--- src/design/flow_key_header_parser_unit_defines.svh ---
// Assertion macros used by the flow key header parser top file.
`ifndef FLOW_KEY_HEADER_PARSER_UNIT_DEFINES_SVH
`define FLOW_KEY_HEADER_PARSER_UNIT_DEFINES_SVH

`ifndef SYNTHESIS
// Check that cons holds in the same cycle as ante.
`define FKP_ASSERT_NOW(label, ante, cons, msg) \
    label: assert property (@(posedge i_clk) disable iff (!i_rst_n) (ante) |-> (cons)) \
        else $error(msg);
// Check that cons holds in the cycle after ante.
`define FKP_ASSERT_NEXT(label, ante, cons, msg) \
    label: assert property (@(posedge i_clk) disable iff (!i_rst_n) (ante) |=> (cons)) \
        else $error(msg);
`else
`define FKP_ASSERT_NOW(label, ante, cons, msg)
`define FKP_ASSERT_NEXT(label, ante, cons, msg)
`endif

`endif

--- src/design/fkp_pkg.sv ---
// Types and protocol constants of the flow key header parser.
package fkp_pkg;

    // Link layer and transport protocol numbers
    localparam logic [15:0] ETYPE_IPV4          = 16'h0800;
    localparam logic [15:0] ETYPE_IPV6          = 16'h86DD;
    localparam logic [7:0]  PROTO_ICMP          = 8'd1;
    localparam logic [7:0]  PROTO_TCP           = 8'd6;
    localparam logic [7:0]  PROTO_UDP           = 8'd17;
    localparam logic [7:0]  PROTO_ICMPV6        = 8'd58;
    localparam logic [15:0] FRAG_MORE           = 16'h2000;
    localparam logic [15:0] FRAG_OFS_MASK       = 16'h1FFF;
    localparam logic [7:0]  ICMP4_ECHO_RSP      = 8'd0;
    localparam logic [7:0]  ICMP4_ECHO_REQ      = 8'd8;
    localparam logic [7:0]  ICMP4_TSTAMP_REQ    = 8'd13;
    localparam logic [7:0]  ICMP4_TSTAMP_RSP    = 8'd14;
    localparam logic [7:0]  ICMP6_ECHO_REQ      = 8'd128;
    localparam logic [7:0]  ICMP6_ECHO_RSP      = 8'd129;

    // Header geometry
    localparam logic [3:0]  IPV4_VERSION        = 4'd4;
    localparam logic [3:0]  IPV6_VERSION        = 4'd6;
    localparam logic [3:0]  IPV4_MIN_IHL        = 4'd5;
    localparam logic [7:0]  IPV4_MIN_LEN        = 8'd20;
    localparam logic [7:0]  IPV6_HDR_LEN        = 8'd40;
    localparam logic [6:0]  TCP_MIN_LEN         = 7'd20;
    localparam logic [6:0]  SHORT_L4_LEN        = 7'd8;
    localparam logic [7:0]  OFFSET_MAX          = 8'd255;

    typedef enum logic {
        PH_IDLE,
        PH_PACKET
    } t_phase;

    typedef enum logic [1:0] {
        ST_OK,
        ST_UNHANDLED,
        ST_ERROR
    } t_status;

    typedef enum logic [1:0] {
        FAM_NONE,
        FAM_IPV4,
        FAM_IPV6
    } t_family;

    typedef struct packed {
        logic [7:0]  data_byte;
        logic [15:0] ether_type;
        logic        first_byte;
        logic        last_byte;
    } t_item;

    typedef struct packed {
        t_status     status;
        t_family     family;
        logic [7:0]  protocol;
        logic        fragment;
        logic [63:0] source_high;
        logic [63:0] source_low;
        logic [63:0] dest_high;
        logic [63:0] dest_low;
        logic [15:0] source_port;
        logic [15:0] dest_port;
        logic [15:0] icmp_type_code;
        logic [15:0] icmp_ident;
    } t_result;

endpackage

--- src/design/fkp_in_if.sv ---
// Byte channel into the parser: one packet byte per word.
interface fkp_in_if;
    logic        valid;
    logic        ready;
    logic [7:0]  data_byte;
    logic [15:0] ether_type;
    logic        first_byte;
    logic        last_byte;

    modport source (output valid, output data_byte, output ether_type,
                    output first_byte, output last_byte, input ready);
    modport sink   (input valid, input data_byte, input ether_type,
                    input first_byte, input last_byte, output ready);
endinterface

--- src/design/fkp_out_if.sv ---
// Result channel out of the parser: one flow key per word.
interface fkp_out_if;
    logic        valid;
    logic        ready;
    logic [1:0]  status;
    logic [1:0]  family;
    logic [7:0]  protocol;
    logic        fragment;
    logic [63:0] source_high;
    logic [63:0] source_low;
    logic [63:0] dest_high;
    logic [63:0] dest_low;
    logic [15:0] source_port;
    logic [15:0] dest_port;
    logic [15:0] icmp_type_code;
    logic [15:0] icmp_ident;

    modport source (output valid, output status, output family, output protocol,
                    output fragment, output source_high, output source_low,
                    output dest_high, output dest_low, output source_port,
                    output dest_port, output icmp_type_code, output icmp_ident,
                    input ready);
    modport sink   (input valid, input status, input family, input protocol,
                    input fragment, input source_high, input source_low,
                    input dest_high, input dest_low, input source_port,
                    input dest_port, input icmp_type_code, input icmp_ident,
                    output ready);
endinterface

--- src/design/fkp_capture.sv ---
// Per-packet capture state and the flow key built from it on the last byte.
module fkp_capture (
    input  logic            i_clk,
    input  logic            i_rst_n,
    input  logic            i_accept,
    input  fkp_pkg::t_item  i_item,
    output logic            o_push,
    output fkp_pkg::t_result o_result
);
    import fkp_pkg::*;

    t_phase      r_phase,    n_phase;
    logic [7:0]  r_offset,   n_offset;
    logic [15:0] r_etype,    n_etype;
    logic [3:0]  r_hdr_words, n_hdr_words;
    logic        r_err,      n_err;
    logic [15:0] r_flags,    n_flags;
    logic [63:0] r_src_hi,   n_src_hi;
    logic [63:0] r_src_lo,   n_src_lo;
    logic [63:0] r_dst_hi,   n_dst_hi;
    logic [63:0] r_dst_lo,   n_dst_lo;
    logic [7:0]  r_proto,    n_proto;
    logic [31:0] r_ports,    n_ports;
    logic [31:0] r_icmp,     n_icmp;

    logic [7:0]  w_pos;
    logic [5:0]  w_l4_start;
    logic [6:0]  w_l4_end;
    logic [7:0]  w_rel;
    logic        w_l4_hit;

    // Advance the capture state on every accepted word
    always_comb begin
        n_phase     = r_phase;
        n_offset    = r_offset;
        n_etype     = r_etype;
        n_hdr_words = r_hdr_words;
        n_err       = r_err;
        n_flags     = r_flags;
        n_src_hi    = r_src_hi;
        n_src_lo    = r_src_lo;
        n_dst_hi    = r_dst_hi;
        n_dst_lo    = r_dst_lo;
        n_proto     = r_proto;
        n_ports     = r_ports;
        n_icmp      = r_icmp;
        w_pos       = '0;
        w_l4_start  = '0;
        w_l4_end    = '0;
        w_rel       = '0;
        w_l4_hit    = 1'b0;
        if (i_accept) begin
            // Open a fresh packet on a first byte or on any byte while idle
            if (i_item.first_byte || (r_phase == PH_IDLE)) begin
                n_phase     = PH_PACKET;
                n_offset    = '0;
                n_etype     = i_item.ether_type;
                n_hdr_words = '0;
                n_err       = 1'b0;
                n_flags     = '0;
                n_src_hi    = '0;
                n_src_lo    = '0;
                n_dst_hi    = '0;
                n_dst_lo    = '0;
                n_proto     = '0;
                n_ports     = '0;
                n_icmp      = '0;
            end
            w_pos = n_offset;
            if (n_etype == ETYPE_IPV4) begin
                // Transport header begins at four bytes per header word
                w_l4_start = {n_hdr_words, 2'b00};
                w_l4_end   = {1'b0, w_l4_start} + SHORT_L4_LEN;
                if (w_pos == 8'd0) begin
                    n_hdr_words = i_item.data_byte[3:0];
                    n_err = (i_item.data_byte[7:4] != IPV4_VERSION) ||
                            (i_item.data_byte[3:0] < IPV4_MIN_IHL);
                end else if ((w_pos == 8'd6) || (w_pos == 8'd7)) begin
                    n_flags = {n_flags[7:0], i_item.data_byte};
                end else if (w_pos == 8'd9) begin
                    n_proto = i_item.data_byte;
                end else if ((w_pos >= 8'd12) && (w_pos < 8'd16)) begin
                    n_src_lo = {n_src_lo[55:0], i_item.data_byte};
                end else if ((w_pos >= 8'd16) && (w_pos < 8'd20)) begin
                    n_dst_lo = {n_dst_lo[55:0], i_item.data_byte};
                end
                w_l4_hit = (w_pos >= IPV4_MIN_LEN) && (w_pos >= {2'b00, w_l4_start}) &&
                           (w_pos < {1'b0, w_l4_end});
                w_rel    = w_pos - {2'b00, w_l4_start};
            end else if (n_etype == ETYPE_IPV6) begin
                if (w_pos == 8'd0) begin
                    n_err = (i_item.data_byte[7:4] != IPV6_VERSION);
                end else if (w_pos == 8'd6) begin
                    n_proto = i_item.data_byte;
                end else if ((w_pos >= 8'd8) && (w_pos < 8'd16)) begin
                    n_src_hi = {n_src_hi[55:0], i_item.data_byte};
                end else if ((w_pos >= 8'd16) && (w_pos < 8'd24)) begin
                    n_src_lo = {n_src_lo[55:0], i_item.data_byte};
                end else if ((w_pos >= 8'd24) && (w_pos < 8'd32)) begin
                    n_dst_hi = {n_dst_hi[55:0], i_item.data_byte};
                end else if ((w_pos >= 8'd32) && (w_pos < IPV6_HDR_LEN)) begin
                    n_dst_lo = {n_dst_lo[55:0], i_item.data_byte};
                end
                w_l4_hit = (w_pos >= IPV6_HDR_LEN) && (w_pos < IPV6_HDR_LEN + 8'd8);
                w_rel    = w_pos - IPV6_HDR_LEN;
            end
            // Capture the leading transport bytes
            if (w_l4_hit) begin
                if (w_rel[2:0] < 3'd4) begin
                    n_ports = {n_ports[23:0], i_item.data_byte};
                end
                case (w_rel[2:0])
                    3'd0:    n_icmp[31:24] = i_item.data_byte;
                    3'd1:    n_icmp[23:16] = i_item.data_byte;
                    3'd4:    n_icmp[15:8]  = i_item.data_byte;
                    3'd5:    n_icmp[7:0]   = i_item.data_byte;
                    default: ;
                endcase
            end
            if (n_offset != OFFSET_MAX) begin
                n_offset = n_offset + 8'd1;
            end
            if (i_item.last_byte) begin
                n_phase = PH_IDLE;
            end
        end
    end

    logic        w_is_ip;
    logic [5:0]  w_fin_start;
    logic [6:0]  w_need;
    logic        w_known;
    logic        w_id_kind;
    logic [7:0]  w_type;

    // Build the flow key from the state as it stands after this word
    always_comb begin
        o_result    = '0;
        o_result.status = ST_OK;
        o_result.family = FAM_NONE;
        w_is_ip     = 1'b0;
        w_fin_start = '0;
        w_need      = SHORT_L4_LEN;
        w_known     = 1'b0;
        w_id_kind   = 1'b0;
        w_type      = n_icmp[31:24];
        if (n_etype == ETYPE_IPV4) begin
            if ((n_offset < IPV4_MIN_LEN) || n_err) begin
                o_result.status = ST_ERROR;
            end else begin
                o_result.family = FAM_IPV4;
                w_fin_start = {n_hdr_words, 2'b00};
                w_is_ip = 1'b1;
            end
        end else if (n_etype == ETYPE_IPV6) begin
            if ((n_offset < IPV6_HDR_LEN) || n_err) begin
                o_result.status = ST_ERROR;
            end else begin
                o_result.family      = FAM_IPV6;
                o_result.source_high = n_src_hi;
                o_result.dest_high   = n_dst_hi;
                w_fin_start = IPV6_HDR_LEN[5:0];
                w_is_ip = 1'b1;
            end
        end else begin
            o_result.status = ST_UNHANDLED;
        end
        if (w_is_ip) begin
            o_result.protocol   = n_proto;
            o_result.source_low = n_src_lo;
            o_result.dest_low   = n_dst_lo;
            if ((o_result.family == FAM_IPV4) &&
                ((n_flags & (FRAG_MORE | FRAG_OFS_MASK)) != 16'd0)) begin
                // Fragments stop here
                o_result.fragment = 1'b1;
            end else begin
                if (n_proto == PROTO_TCP) begin
                    w_need  = TCP_MIN_LEN;
                    w_known = 1'b1;
                end else if (n_proto inside {PROTO_UDP, PROTO_ICMP, PROTO_ICMPV6}) begin
                    w_need  = SHORT_L4_LEN;
                    w_known = 1'b1;
                end
                if (!w_known) begin
                    o_result.status = ST_UNHANDLED;
                end else if (n_offset < ({1'b0, {1'b0, w_fin_start} + w_need})) begin
                    o_result.status = ST_ERROR;
                end else if ((n_proto == PROTO_TCP) || (n_proto == PROTO_UDP)) begin
                    o_result.source_port = n_ports[31:16];
                    o_result.dest_port   = n_ports[15:0];
                end else begin
                    o_result.icmp_type_code = n_icmp[31:16];
                    if (n_proto == PROTO_ICMP) begin
                        w_id_kind = w_type inside {ICMP4_ECHO_REQ, ICMP4_ECHO_RSP,
                                                   ICMP4_TSTAMP_REQ, ICMP4_TSTAMP_RSP};
                    end else begin
                        w_id_kind = w_type inside {ICMP6_ECHO_REQ, ICMP6_ECHO_RSP};
                    end
                    // A zero identifier reads as one
                    if (w_id_kind) begin
                        o_result.icmp_ident = (n_icmp[15:0] == 16'd0) ? 16'd1 : n_icmp[15:0];
                    end
                end
            end
        end
    end

    assign o_push = i_accept && i_item.last_byte;

    // Hold the phase under reset; capture fields are cleared on packet start
    always_ff @(posedge i_clk) begin
        if (!i_rst_n) begin
            r_phase <= PH_IDLE;
        end else begin
            r_phase <= n_phase;
        end
    end

    always_ff @(posedge i_clk) begin
        r_offset    <= n_offset;
        r_etype     <= n_etype;
        r_hdr_words <= n_hdr_words;
        r_err       <= n_err;
        r_flags     <= n_flags;
        r_src_hi    <= n_src_hi;
        r_src_lo    <= n_src_lo;
        r_dst_hi    <= n_dst_hi;
        r_dst_lo    <= n_dst_lo;
        r_proto     <= n_proto;
        r_ports     <= n_ports;
        r_icmp      <= n_icmp;
    end

endmodule

--- src/design/fkp_out_skid.sv ---
// Result register with a skid stage in front of the output channel.
module fkp_out_skid (
    input  logic             i_clk,
    input  logic             i_rst_n,
    input  logic             i_push,
    input  fkp_pkg::t_result i_result,
    output logic             o_ready,
    fkp_out_if.source        o_out
);
    import fkp_pkg::*;

    logic    r_out_valid, r_skid_valid;
    t_result r_out_data,  r_skid_data;
    logic    w_out_free;

    assign w_out_free = !r_out_valid || o_out.ready;
    assign o_ready    = !r_skid_valid;

    // Refill the output from the skid first, else from a new word
    always_ff @(posedge i_clk) begin
        if (!i_rst_n) begin
            r_out_valid  <= 1'b0;
            r_skid_valid <= 1'b0;
        end else if (w_out_free) begin
            r_out_valid  <= r_skid_valid || i_push;
            r_skid_valid <= 1'b0;
        end else if (i_push) begin
            r_skid_valid <= 1'b1;
        end
    end

    always_ff @(posedge i_clk) begin
        if (w_out_free) begin
            r_out_data <= r_skid_valid ? r_skid_data : i_result;
        end else if (i_push) begin
            r_skid_data <= i_result;
        end
    end

    assign o_out.valid          = r_out_valid;
    assign o_out.status         = r_out_data.status;
    assign o_out.family         = r_out_data.family;
    assign o_out.protocol       = r_out_data.protocol;
    assign o_out.fragment       = r_out_data.fragment;
    assign o_out.source_high    = r_out_data.source_high;
    assign o_out.source_low     = r_out_data.source_low;
    assign o_out.dest_high      = r_out_data.dest_high;
    assign o_out.dest_low       = r_out_data.dest_low;
    assign o_out.source_port    = r_out_data.source_port;
    assign o_out.dest_port      = r_out_data.dest_port;
    assign o_out.icmp_type_code = r_out_data.icmp_type_code;
    assign o_out.icmp_ident     = r_out_data.icmp_ident;

endmodule

--- src/design/flow_key_header_parser_unit.sv ---
// Flow key header parser: takes a packet one byte per word from the network
// header onward, with the ether type sampled on the first byte, and gives one
// flow key word (status, family, protocol, fragment flag, addresses, ports or
// ICMP type, code and identifier) for each byte marked last. A byte is taken
// every cycle while input ready is high. The output holds one finished word
// and a skid stage holds one more, so bytes keep flowing while a result
// waits; input ready drops only when both are full. A byte that arrives with
// no packet open starts a new one, and a first byte inside an open packet
// drops that packet silently.
module flow_key_header_parser_unit (
    input  logic       i_clk,
    input  logic       i_rst_n,
    fkp_in_if.sink     i_in,
    fkp_out_if.source  o_out
);
    import fkp_pkg::*;

`include "flow_key_header_parser_unit_defines.svh"

    logic    w_accept;
    logic    w_ready;
    logic    w_push;
    t_item   w_item;
    t_result w_result;

    assign i_in.ready = w_ready;
    assign w_accept   = i_in.valid && w_ready;

    // Gather the byte word into one struct
    assign w_item.data_byte  = i_in.data_byte;
    assign w_item.ether_type = i_in.ether_type;
    assign w_item.first_byte = i_in.first_byte;
    assign w_item.last_byte  = i_in.last_byte;

    fkp_capture u_capture (
        .i_clk    (i_clk),
        .i_rst_n  (i_rst_n),
        .i_accept (w_accept),
        .i_item   (w_item),
        .o_push   (w_push),
        .o_result (w_result)
    );

    fkp_out_skid u_out_skid (
        .i_clk    (i_clk),
        .i_rst_n  (i_rst_n),
        .i_push   (w_push),
        .i_result (w_result),
        .o_ready  (w_ready),
        .o_out    (o_out)
    );

    // A full skid stage means the output is holding a word
    `FKP_ASSERT_NOW(a_skid_behind_output, !w_ready, o_out.valid, "skid full with output empty")
    // A taken last byte leaves a valid word on the output in the next cycle
    `FKP_ASSERT_NEXT(a_last_gives_result, w_accept && i_in.last_byte, o_out.valid, "result lost")
    // Fragments are only flagged on good IPv4 headers
    `FKP_ASSERT_NOW(a_fragment_ipv4, o_out.valid && o_out.fragment, (o_out.family == FAM_IPV4) && (o_out.status == ST_OK), "fragment outside IPv4")
    // No family means no addresses captured
    `FKP_ASSERT_NOW(a_none_no_addr, o_out.valid && (o_out.family == FAM_NONE), (o_out.source_low == 64'd0) && (o_out.dest_low == 64'd0), "address without family")

endmodule
--- src/flat_wrapper.sv ---
// flat-port wrapper written by rule: the top's interface ports become plain ports
module flow_key_header_parser_unit_flat import fkp_pkg::*;
  (i_clk, i_rst_n, i_in_valid, i_in_data_byte, i_in_ether_type, i_in_first_byte, i_in_last_byte, i_in_ready, o_out_valid, o_out_status, o_out_family, o_out_protocol, o_out_fragment, o_out_source_high, o_out_source_low, o_out_dest_high, o_out_dest_low, o_out_source_port, o_out_dest_port, o_out_icmp_type_code, o_out_icmp_ident, o_out_ready);
  fkp_in_if i_in_i ();
  fkp_out_if o_out_i ();
  input  logic i_clk;
  input  logic i_rst_n;
  input wire logic [$bits(i_in_i.valid)-1:0] i_in_valid;
  input wire logic [$bits(i_in_i.data_byte)-1:0] i_in_data_byte;
  input wire logic [$bits(i_in_i.ether_type)-1:0] i_in_ether_type;
  input wire logic [$bits(i_in_i.first_byte)-1:0] i_in_first_byte;
  input wire logic [$bits(i_in_i.last_byte)-1:0] i_in_last_byte;
  output wire logic [$bits(i_in_i.ready)-1:0] i_in_ready;
  output wire logic [$bits(o_out_i.valid)-1:0] o_out_valid;
  output wire logic [$bits(o_out_i.status)-1:0] o_out_status;
  output wire logic [$bits(o_out_i.family)-1:0] o_out_family;
  output wire logic [$bits(o_out_i.protocol)-1:0] o_out_protocol;
  output wire logic [$bits(o_out_i.fragment)-1:0] o_out_fragment;
  output wire logic [$bits(o_out_i.source_high)-1:0] o_out_source_high;
  output wire logic [$bits(o_out_i.source_low)-1:0] o_out_source_low;
  output wire logic [$bits(o_out_i.dest_high)-1:0] o_out_dest_high;
  output wire logic [$bits(o_out_i.dest_low)-1:0] o_out_dest_low;
  output wire logic [$bits(o_out_i.source_port)-1:0] o_out_source_port;
  output wire logic [$bits(o_out_i.dest_port)-1:0] o_out_dest_port;
  output wire logic [$bits(o_out_i.icmp_type_code)-1:0] o_out_icmp_type_code;
  output wire logic [$bits(o_out_i.icmp_ident)-1:0] o_out_icmp_ident;
  input wire logic [$bits(o_out_i.ready)-1:0] o_out_ready;
  assign i_in_i.valid = i_in_valid;
  assign i_in_i.data_byte = i_in_data_byte;
  assign i_in_i.ether_type = i_in_ether_type;
  assign i_in_i.first_byte = i_in_first_byte;
  assign i_in_i.last_byte = i_in_last_byte;
  assign i_in_ready = i_in_i.ready;
  assign o_out_valid = o_out_i.valid;
  assign o_out_status = o_out_i.status;
  assign o_out_family = o_out_i.family;
  assign o_out_protocol = o_out_i.protocol;
  assign o_out_fragment = o_out_i.fragment;
  assign o_out_source_high = o_out_i.source_high;
  assign o_out_source_low = o_out_i.source_low;
  assign o_out_dest_high = o_out_i.dest_high;
  assign o_out_dest_low = o_out_i.dest_low;
  assign o_out_source_port = o_out_i.source_port;
  assign o_out_dest_port = o_out_i.dest_port;
  assign o_out_icmp_type_code = o_out_i.icmp_type_code;
  assign o_out_icmp_ident = o_out_i.icmp_ident;
  assign o_out_i.ready = o_out_ready;
  flow_key_header_parser_unit u_core (.i_clk(i_clk), .i_rst_n(i_rst_n), .i_in(i_in_i), .o_out(o_out_i));
endmodule
--- config.mk ---
export PLATFORM = sky130hd
export DESIGN_NAME = flow_key_header_parser_unit_flat
export DESIGN_NICKNAME = d
export VERILOG_FILES = /design/src/design/fkp_pkg.sv /design/src/design/fkp_in_if.sv /design/src/design/fkp_out_if.sv /design/src/design/fkp_capture.sv /design/src/design/fkp_out_skid.sv /design/src/design/flow_key_header_parser_unit.sv /design/src/flat_wrapper.sv
export VERILOG_INCLUDE_DIRS = /design/src /design/src/design
export SDC_FILE = /design/constraint.sdc
export NUM_CORES = 2
export LEC_CHECK = 0
export BUFFER_PORTS_ARGS = -buffer_cell sky130_fd_sc_hd__buf_2
export CAP_MARGIN = 20
export CORE_MARGIN = 3
export CORE_UTILIZATION = 32
export DETAILED_ROUTE_END_ITERATION = 7
export PLACE_DENSITY_LB_ADDON = 0.1
export SLEW_MARGIN = 20
export SYNTH_ARGS = -nofsm -noshare
export SYNTH_HDL_FRONTEND = slang
export SYNTH_HIERARCHICAL = 1
export SYNTH_SLANG_ARGS = --single-unit
--- constraint.sdc ---
create_clock -name i_clk -period 65.4 [get_ports i_clk]
set_clock_uncertainty 0.05 [all_clocks]
set_input_delay 3.27 -clock i_clk [delete_from_list [all_inputs] [get_ports i_clk]]
set_output_delay 3.27 -clock i_clk [all_outputs]
set_load 0.05 [all_outputs]
==> metrics.txt <==
M1 wire length about 50 mm; Reg clk slew, reported paths ~0.06 ns; Setup Crit Path Kind primary input to flop; CTS resizes 0; clock sink total 1040; DR pass1 iterations 5; PD cells around 30 nW/um^2; chip height ~360 um; synthesized area per cell about 15 um^2; Max IR drop VDD approximately 0.000019 V; vias in the first global route between 20000 and 25000; CTS Hold Bufs 0; routed len/inst around 22 um; post-route ant nets 0; fraction of registers with async set/reset 0; cts bufs inserted approximately 120; slew margin rel. 0.253; RSZ-0062 raised after global routing no; Max-Cap Viols 0; min Tclk post-route 9.22 ns; CP bufs+invs 4; Hold Path Class flop to flop; first-pass GRT wire length 162 mm; CTS tree built; CP max-delay cell nor4_1; final net count about 3100; GRT Overall Usage 0.160; most frequent cells in the layout edfxtp_1 (668), dfxtp_1 (371), buf_2 (364), a22o_1 (300), and2_1 (270); Via density slightly below 5; yosys warns 6; syn_nets about 2800; CP arrival around 9.6 ns; most used flip-flop cell after synthesis edfxtp_1; overflow left after global routing 0; Final Hold Viols 0; share of layout cells above drive strength 1 0.318; multi-input logic area 12500 um^2; Post-CTS Repair Setup Buffers 0; Fillers 11896; most common cell after layout, fill and taps aside edfxtp_1; Chip Width roughly 360 um; hpwl dp a little under 70 mm; sequential cell area between 20000 and 30000 um^2; Crit. End Element flop; Gate Count Post-Synth 2749; die footprint 132000 um^2; IO Pins between 300 and 400; initial antenna violation count 13; Top Layer Used met5; final setup vio count 0; Slew Limit Fails 0; post-synthesis sequential area ratio 0.673; # rows 130; clk_lat worst skew 0.69 ns; post-synth design cell area just over 40000 um^2; Final period util 0.141; synth-to-layout area growth 18.5%; CTS Root Cell clkbuf_16; status completed; CTS H-tree depth 3; Worst Path Required about 66 ns; metal2 WL a little over 50 mm; number of enable flip-flop cells after synthesis around 670; wire length on met3 6.72 mm; worst slack at placement 55.50 ns; Fmax 0.109 GHz; CP top delay family simple AND/OR/NAND/NOR gates; initial DRC count between 1500 and 2000; critical-path cell list buf_2 -> nand2b_2 -> buf_4 -> nor4_1 -> o221ai_2 -> mux2_2 -> mux2i_4 -> nand4_1 -> nor2b_1 -> and2_1 -> ha_1 -> inv_1 -> fa_1 -> xor2_1 -> ha_1 -> or3_1 -> o221ai_1 -> nand2b_1 -> nand4_1 -> and3_1 -> o221ai_4 -> buf_16 -> nor4b_1 -> mux2_2; CP Max Fanout 26; post-route setup slack between 50 and 60 ns; IO buf count 364; final wirelength approximately 110 mm; Worst-Margin Slew between 1 and 1.5 ns; crit path launch type primary input; largest net degree at the start of global routing approximately 150; Pleak 0.0187 uW; Residual DRC 0; setup total negative slack 0 ns; slowest stage delay, CP between 0.6 and 0.7 ns; Initial Util 0.324; GP Congestion 0.835; core outline area 126000 um^2; distinct cell type count after synthesis between 90 and 100; CTS max path bufs 3; routed vias around 24000; Synth Register Bits 1040
[cells in the mapped netlist (4+ instances only)]
cell | instances | area, um^2
nor2_1 | 64 | 240
nor4b_2 | 8 | 120
mux2i_1 | 6 | 60.1
dfxtp_1 | 372 | 7450
clkbuf_1 | 122 | 458
buf_2 | 29 | 145
nor4b_1 | 6 | 52.6
o211ai_1 | 4 | 30.0
a21o_1 | 10 | 75.1
a32oi_1 | 6 | 52.6
mux2_2 | 188 | 2120
a21oi_1 | 25 | 125
or2_2 | 6 | 37.5
ha_1 | 15 | 188
a31oi_1 | 7 | 43.8
a211oi_1 | 4 | 30.0
buf_1 | 6 | 22.5
a22o_1 | 300 | 2630
nor2b_2 | 30 | 263
nand2_1 | 129 | 484
nand4_1 | 13 | 81.3
nor3_1 | 13 | 65.1
o21ai_1 | 7 | 35.0
or3_1 | 8 | 50.1
a32o_1 | 6 | 60.1
o31ai_1 | 5 | 37.5
and3_1 | 14 | 87.6
nor4_1 | 21 | 131
o21ai_0 | 47 | 235
buf_6 | 20 | 225
and2_1 | 272 | 1700
inv_1 | 31 | 116
edfxtp_1 | 668 | 20100
nand3_1 | 17 | 85.1
mux2_4 | 148 | 2220
o22ai_1 | 6 | 37.5
nand2b_1 | 6 | 37.5
or4_1 | 6 | 45.0
a311oi_1 | 5 | 43.8
nor2b_1 | 20 | 125
and4_1 | 5 | 43.8
[final timing paths]
path	start	end	depth (start not counted)	slack [ns]
setup reg to reg	u_core/u_out_skid/r_skid_valid	u_core/u_out_skid/o_out.icmp_ident[5]	23	58.26
hold reg to reg	u_core/u_capture/r_etype[5]	u_core/u_capture/r_etype[5]	2	0.40
setup / recovery	i_in_first_byte	u_core/u_out_skid/o_out.icmp_ident[5]	24	56.18
hold / removal	u_core/u_capture/r_etype[5]	u_core/u_capture/r_etype[5]	2	0.40
[worst register-to-register path, cell delays in order, from the launching register on]
cell	delay (ns)
dfxtp_4	0.57
inv_1	0.16
and2_2	0.34
clkinv_1	0.64
nor2_1	0.66
a32oi_1	0.24
mux2i_4	0.31
nand4_1	0.18
nor2b_1	0.18
and2_1	0.24
ha_1	0.20
inv_1	0.07
fa_1	0.45
xor2_1	0.18
ha_1	0.23
or3_1	0.37
o221ai_1	0.11
nand2b_1	0.18
nand4_1	0.13
and3_1	0.28
o221ai_4	0.49
buf_16	0.24
nor4b_1	0.10
mux2_2	0.30
[layer usage]
layer,global-route usage,up-vias
li1,-,11123
met1,0.214,12051
met2,0.255,623
met3,0.0425,176
met4,0.0483,6
met5,0,-
[logic make-up (layout without fill, tap and decap cells)]
group	Yosys count	after routing	synth area share
AOI/OAI and AO/OA	476	476	0.0942
adders and majority gates	16	16	0.00508
DFF	1040	1040	0.673
buffers and inverters	212	659	0.0243
xor gates and xnor gates	3	3	0.000643
other	0	4	0
and+or+nand+nor	659	659	0.0946
muxes	343	343	0.108
[layout make-up]
type                    instances  area share
well taps                    1650      0.0426
clock inverters                63      0.0158
repair buffers                407      0.0452
flip-flops and latches       1040       0.568
clock buffers                 157      0.0671
diodes                          4    0.000207
inverters                      32     0.00248
multi-input cells            1497       0.259
[per-stage QoR]
| stage | utilization | hold WS [ns] | power, uW | std cells | area (um^2) |
|---|---|---|---|---|---|
| after floorplan | - | 0.372 | 775 | 2749 | 40900 |
| after global placement | 0.351 | 0.384 | 794 | 4625 | 44400 |
| after detailed placement | 0.352 | 0.392 | 794 | 4626 | 44400 |
| after CTS | 0.384 | 0.401 | 1480 | 4846 | 48400 |
| after global routing | 0.384 | 0.424 | 1520 | 4848 | 48400 |
| final | 0.384 | 0.399 | 1460 | 4850 | 48400 |
[sequential cells by signal, summed over array words and instances (netlist names), 4 cells and up]
| register | flops |
|---|---|
| u_core/u_capture/r_ports | 32 |
| u_core/u_capture/r_icmp | 32 |
| u_core/u_out_skid/o_out.icmp_type_code | 16 |
| u_core/u_capture/r_etype | 16 |
| u_core/u_capture/r_offset | 8 |
| u_core/u_out_skid/r_skid_data | 333 |
| u_core/u_capture/r_hdr_words | 4 |
| u_core/u_out_skid/o_out.protocol | 8 |
| u_core/u_capture/r_proto | 8 |
| u_core/u_capture/r_dst_hi | 64 |
| u_core/u_out_skid/o_out.source_low | 64 |
| u_core/u_out_skid/o_out.dest_high | 64 |
| u_core/u_capture/r_src_lo | 64 |
| u_core/u_capture/r_dst_lo | 64 |
| u_core/u_out_skid/o_out.dest_low | 64 |
| u_core/u_capture/r_flags | 14 |
| u_core/u_out_skid/o_out.source_port | 16 |
| u_core/u_out_skid/o_out.icmp_ident | 16 |
| u_core/u_out_skid/o_out.dest_port | 16 |
| u_core/u_out_skid/o_out.source_high | 64 |
| u_core/u_capture/r_src_hi | 64 |
[power by group]
| group | switching (uW) | total [uW] | internal (uW) | leakage [uW] |
|---|---|---|---|---|
| clock network | 271 | 679 | 408 | 0.00196 |
| registers | 5.95 | 712 | 706 | 0.00957 |
| logic | 54.8 | 66.9 | 12.1 | 0.00718 |
| total | 332 | 1460 | 1130 | 0.0187 |
Note: power is estimated with default switching activity, not from simulation.
